### config.mk
export PLATFORM = sky130hd
export DESIGN_NAME = tlc_fifo
export DESIGN_NICKNAME = d
export VERILOG_FILES = /design/src/rtl/tlc_pkg.sv /design/src/rtl/tlc_fifo.sv
export SDC_FILE = /design/constraint.sdc
export NUM_CORES = 1
export LEC_CHECK = 0
export BUFFER_PORTS_ARGS = -buffer_cell sky130_fd_sc_hd__buf_4
export CAP_MARGIN = 20
export CORE_AREA = 2 2 117 119
export CTS_CLUSTER_DIAMETER = 50
export CTS_CLUSTER_SIZE = 8
export DETAILED_ROUTE_END_ITERATION = 6
export DIE_AREA = 0 0 119 121
export SLEW_MARGIN = 0
export SYNTH_ARGS = -nofsm -noshare
export SYNTH_HDL_FRONTEND = slang
export SYNTH_SLANG_ARGS = --single-unit
### constraint.sdc
create_clock -name clk_i -period 3.5 [get_ports clk_i]
set_input_delay 0.525 -clock clk_i [delete_from_list [all_inputs] [get_ports clk_i]]
set_output_delay 0.525 -clock clk_i [all_outputs]
set_load 0.005 [all_outputs]
### src/rtl/tlc_pkg.sv
// Shared types and constants for the two-level cache controller.
// No dependencies; every rtl file refers to it by scoped names.
package tlc_pkg;

  localparam int WORD_BYTES = 4;

  localparam logic [1:0] CMD_READ  = 2'd0;
  localparam logic [1:0] CMD_WRITE = 2'd1;
  localparam logic [1:0] CMD_CLEAR = 2'd2;

  localparam int CFG_IDX_W = 3;
  localparam logic [CFG_IDX_W-1:0] REG_L1_READ   = 3'd0;
  localparam logic [CFG_IDX_W-1:0] REG_L1_WRITE  = 3'd1;
  localparam logic [CFG_IDX_W-1:0] REG_L2_READ   = 3'd2;
  localparam logic [CFG_IDX_W-1:0] REG_L2_WRITE  = 3'd3;
  localparam logic [CFG_IDX_W-1:0] REG_MEM_READ  = 3'd4;
  localparam logic [CFG_IDX_W-1:0] REG_MEM_WRITE = 3'd5;

  typedef enum logic [2:0] {
    OP_READ,
    OP_WRITE,
    OP_CLEAR,
    OP_RANGE,
    OP_NOP
  } op_e;

  typedef struct packed {
    logic [1:0]  cmd;
    logic [31:0] address;
    logic [31:0] write_word;
  } req_t;

  typedef struct packed {
    logic [31:0] read_word;
    logic        l1_hit;
    logic        l2_hit;
    logic        range_error;
    logic [31:0] elapsed_time;
  } rsp_t;

  typedef struct packed {
    op_e         op;
    logic [31:0] address;
    logic [31:0] write_word;
  } item_t;

  typedef struct packed {
    logic [15:0] l1_read;
    logic [15:0] l1_write;
    logic [15:0] l2_read;
    logic [15:0] l2_write;
    logic [15:0] mem_read;
    logic [15:0] mem_write;
  } cost_t;

endpackage

### src/rtl/tlc_fifo.sv
// Two-entry request queue between front end and back end.
// Depends on tlc_pkg.
module tlc_fifo (
  input  logic           clk_i,
  input  logic           rst_ni,
  input  logic           push_i,
  input  tlc_pkg::item_t item_i,
  input  logic           pop_i,
  output logic           full_o,
  output logic           empty_o,
  output tlc_pkg::item_t item_o
);

  tlc_pkg::item_t ent_q [2];
  logic           wr_ptr_q, wr_ptr_d;
  logic           rd_ptr_q, rd_ptr_d;
  logic [1:0]     cnt_q, cnt_d;

  assign full_o  = (cnt_q == 2'd2);
  assign empty_o = (cnt_q == 2'd0);
  assign item_o  = ent_q[rd_ptr_q];

  always_comb begin
    wr_ptr_d = wr_ptr_q ^ push_i;
    rd_ptr_d = rd_ptr_q ^ pop_i;
    cnt_d    = cnt_q + 2'(push_i) - 2'(pop_i);
  end

  always_ff @(posedge clk_i or negedge rst_ni) begin
    if (!rst_ni) begin
      wr_ptr_q <= 1'b0;
      rd_ptr_q <= 1'b0;
      cnt_q    <= 2'd0;
    end else begin
      wr_ptr_q <= wr_ptr_d;
      rd_ptr_q <= rd_ptr_d;
      cnt_q    <= cnt_d;
    end
  end

  always_ff @(posedge clk_i) begin
    if (push_i) begin
      ent_q[wr_ptr_q] <= item_i;
    end
  end

endmodule

==> results.yml <==
yosys:
  ys.warnings.count: 0
  synth_top_area_cell: "edfxtp_1"
  synth_edf_count: 134
  synthArstFlopShare: 0.0290
  synth_common_cells: "edfxtp_1 (134), mux2_2 (47), mux2_4 (20)"
  syn_area_um2: 5130
  yosysSeqAreaShare: 0.804
  synthFlopType: "edfxtp_1"
  synth_nets: 300
  synth_area_leaders: "edfxtp_1 (78%), mux2_2 (10%), mux2_4 (5.9%)"
  netlist_instances: 225
  syn_area_per_cell_um2: 22.8
  synth_cell_types: 12
  yosysMostFrequentCell: "edfxtp_1"
  synth_top_area_frac: 0.785
  synth_seq_cells: 138
power_and_ir_drop:
  power.total_mw: 5.80
  power_density_nw_per_um2: 827
  vdd.ir_drop.worst_uv: 384
  power_leakage_nw: 2.71
timing:
  min_period_ns: 2.72
  fin_crit_sh: 0.776
  relSlewSlack: 0.277
  slew_viol_final: 0
  finalHoldViolations: 0
  max_slew.worst_pin.slew_ns: 1.08
  fin_worst_skew_ns: 0.00479
  fmax_mhz: 368
  finalSetupTns_ns: 0
  setup_viol: 0
  rsz0062_at_grt: "false"
die:
  core_area_um2: 13100
  dieArea_um2: 14400
  rows: 42
  die_x_um: 119
  start_util: 0.392
  die_h_um: 121
  ioPinCount: 140
cts:
  hold_buffers: 1
  clk_pin_slew_ns: 0.06
  clockBufferDepth: 2
  cts_tree: "done"
  cts-root-buf: "clkbuf_16"
  htree_levels: 4
  postCtsSetupBuffers: 0
  clk_latency_ns: 0.41
  cts_buffers: 17
  cts.sinks: 138
  cts_resized: 0
layout:
  layout-drive-gt1-share: 0.607
  finish.utilization: 0.536
  area_growth_syn_to_layout_pct: 36.9
  fin_area_um2: 7020
  regArea_um2: 4130
  fin_cells: 565
  nets: 451
  fill_cells: 1036
  antenna_cells: 0
  multi_input_area_um2: 947
job:
  cap_viol_max_count: 0
detailed_routing:
  vias: 2523
  drtIter0Drc: 133
  viasPerCell: 4.47
  drt-total-wl_mm: 8.65
  drc_errors: 0
  drtPass1Iterations: 4
  drtAntennaViolNets: 0
  route.detailed.wl_per_inst_um: 15.3
setup_path:
  critPathTopFamily: "flip-flops"
  worstSetupStartpointType: "register"
  path_class: "reg2out"
  critPathRequiredTime_ns: 2.97
  cp.arrival_ns: 2.19
  crit_path_max_fanout: 68
  cp_cell_sequence: "mux2_2 > buf_4"
  crit_path_end_kind: "primary output"
  max_stage_delay_ns: 1.08
  worstPathBufferInverterCount: 1
  crit_slowest_cell: "dfrtp_4"
grt:
  grt_max_degree: 69
  antenna_found_initial: 0
  grt_pass1_wl_mm: 13.4
  first_global_vias: 2646
  grt-ovfl-total: 0
  grt_usage: 0.126
place:
  portBuffers: 139
  dp.cells: 532
  hpwl_mm: 5.13
  placed_cell_area_um2: 6350
  gp_congestion: 0.650
hold_path:
  hold_class: "in2reg"
run_status:
  status: "finished, final reports clean"
## sequential cells by signal, indices dropped and copies added, names as in the netlist
register,cells
cnt_q,2
ent_q,134
rd_ptr_q,1
wr_ptr_q,1
## placed cells by master, fill, tap and decap left out, drive strengths merged
cell type	n
buf	139
edfxtp	134
mux2	67
clkbuf	17
bufinv	6
clkinv	6
inv	5
dfrtp	4
ha	4
clkinvlp	2
xor3	1
nor2	1
xor2	1
nor2b	1
dlygate4sd3	1
## area by class of cell
type,instances,area share
flip-flops and latches,138,0.588
repair buffers,140,0.150
multi-input cells,75,0.135
clock buffers,17,0.0606
clock inverters,15,0.0325
well taps,176,0.0314
inverters,4,0.00214
## where the power goes
part           internal (mW)  leakage, nW  total, mW  switching [mW]
Combinational          0.910         1.10       1.40           0.490
Sequential              2.20         1.30       2.45           0.246
Clock                   1.32        0.311       1.95           0.631
Total                   4.43         2.71       5.80            1.37
## worst paths after layout
path	from	to	slack, ns	depth (start not counted)
max reg2reg	wr_ptr_q	ent_q[0][59]	1.81	2
min reg2reg	cnt_q[1]	cnt_q[1]	0.64	1
max in group asynchronous	rst_ni	rd_ptr_q	2.94	2
min in group asynchronous	rst_ni	cnt_q[0]	0.44	2
min	item_i[40]	ent_q[1][40]	0.30	1
max	rd_ptr_q	item_o[16]	0.78	2
## layer usage
layer	vias to the layer above	GRT usage	part of all wire	wire length, µm
met5	-	0	0	0
met1	1232	0.144	0.41	3540
met3	9	0.0616	0.068	585
li1	1195	-	-	-
met4	0	0.0536	0.012	108
met2	87	0.203	0.51	4410
## cell families (layout without fill, tap and decap cells)
| group | count (synthesis) | count (layout) | synth area share |
|---|---|---|---|
| flip-flops | 138 | 138 | 0.804 |
| buffers and inverters | 12 | 176 | 0.0156 |
| XOR/XNOR | 2 | 2 | 0.00635 |
| adder cells (fa/ha/maj) | 4 | 4 | 0.00976 |
| AND/OR/NAND/NOR | 2 | 2 | 0.00195 |
| multiplexers | 67 | 67 | 0.162 |
## per-stage QoR
step | hold WS [ns] | worst slack [ns]
3_5_place_dp | 0.326 | 1.24
2_1_floorplan | 0.229 | 0.921
3_3_place_gp | 0.325 | 1.24
4_1_cts | 0.271 | 0.778
5_1_grt | 0.270 | 0.720
6_report | 0.298 | 0.783
Power figures use the tool's default switching activity.
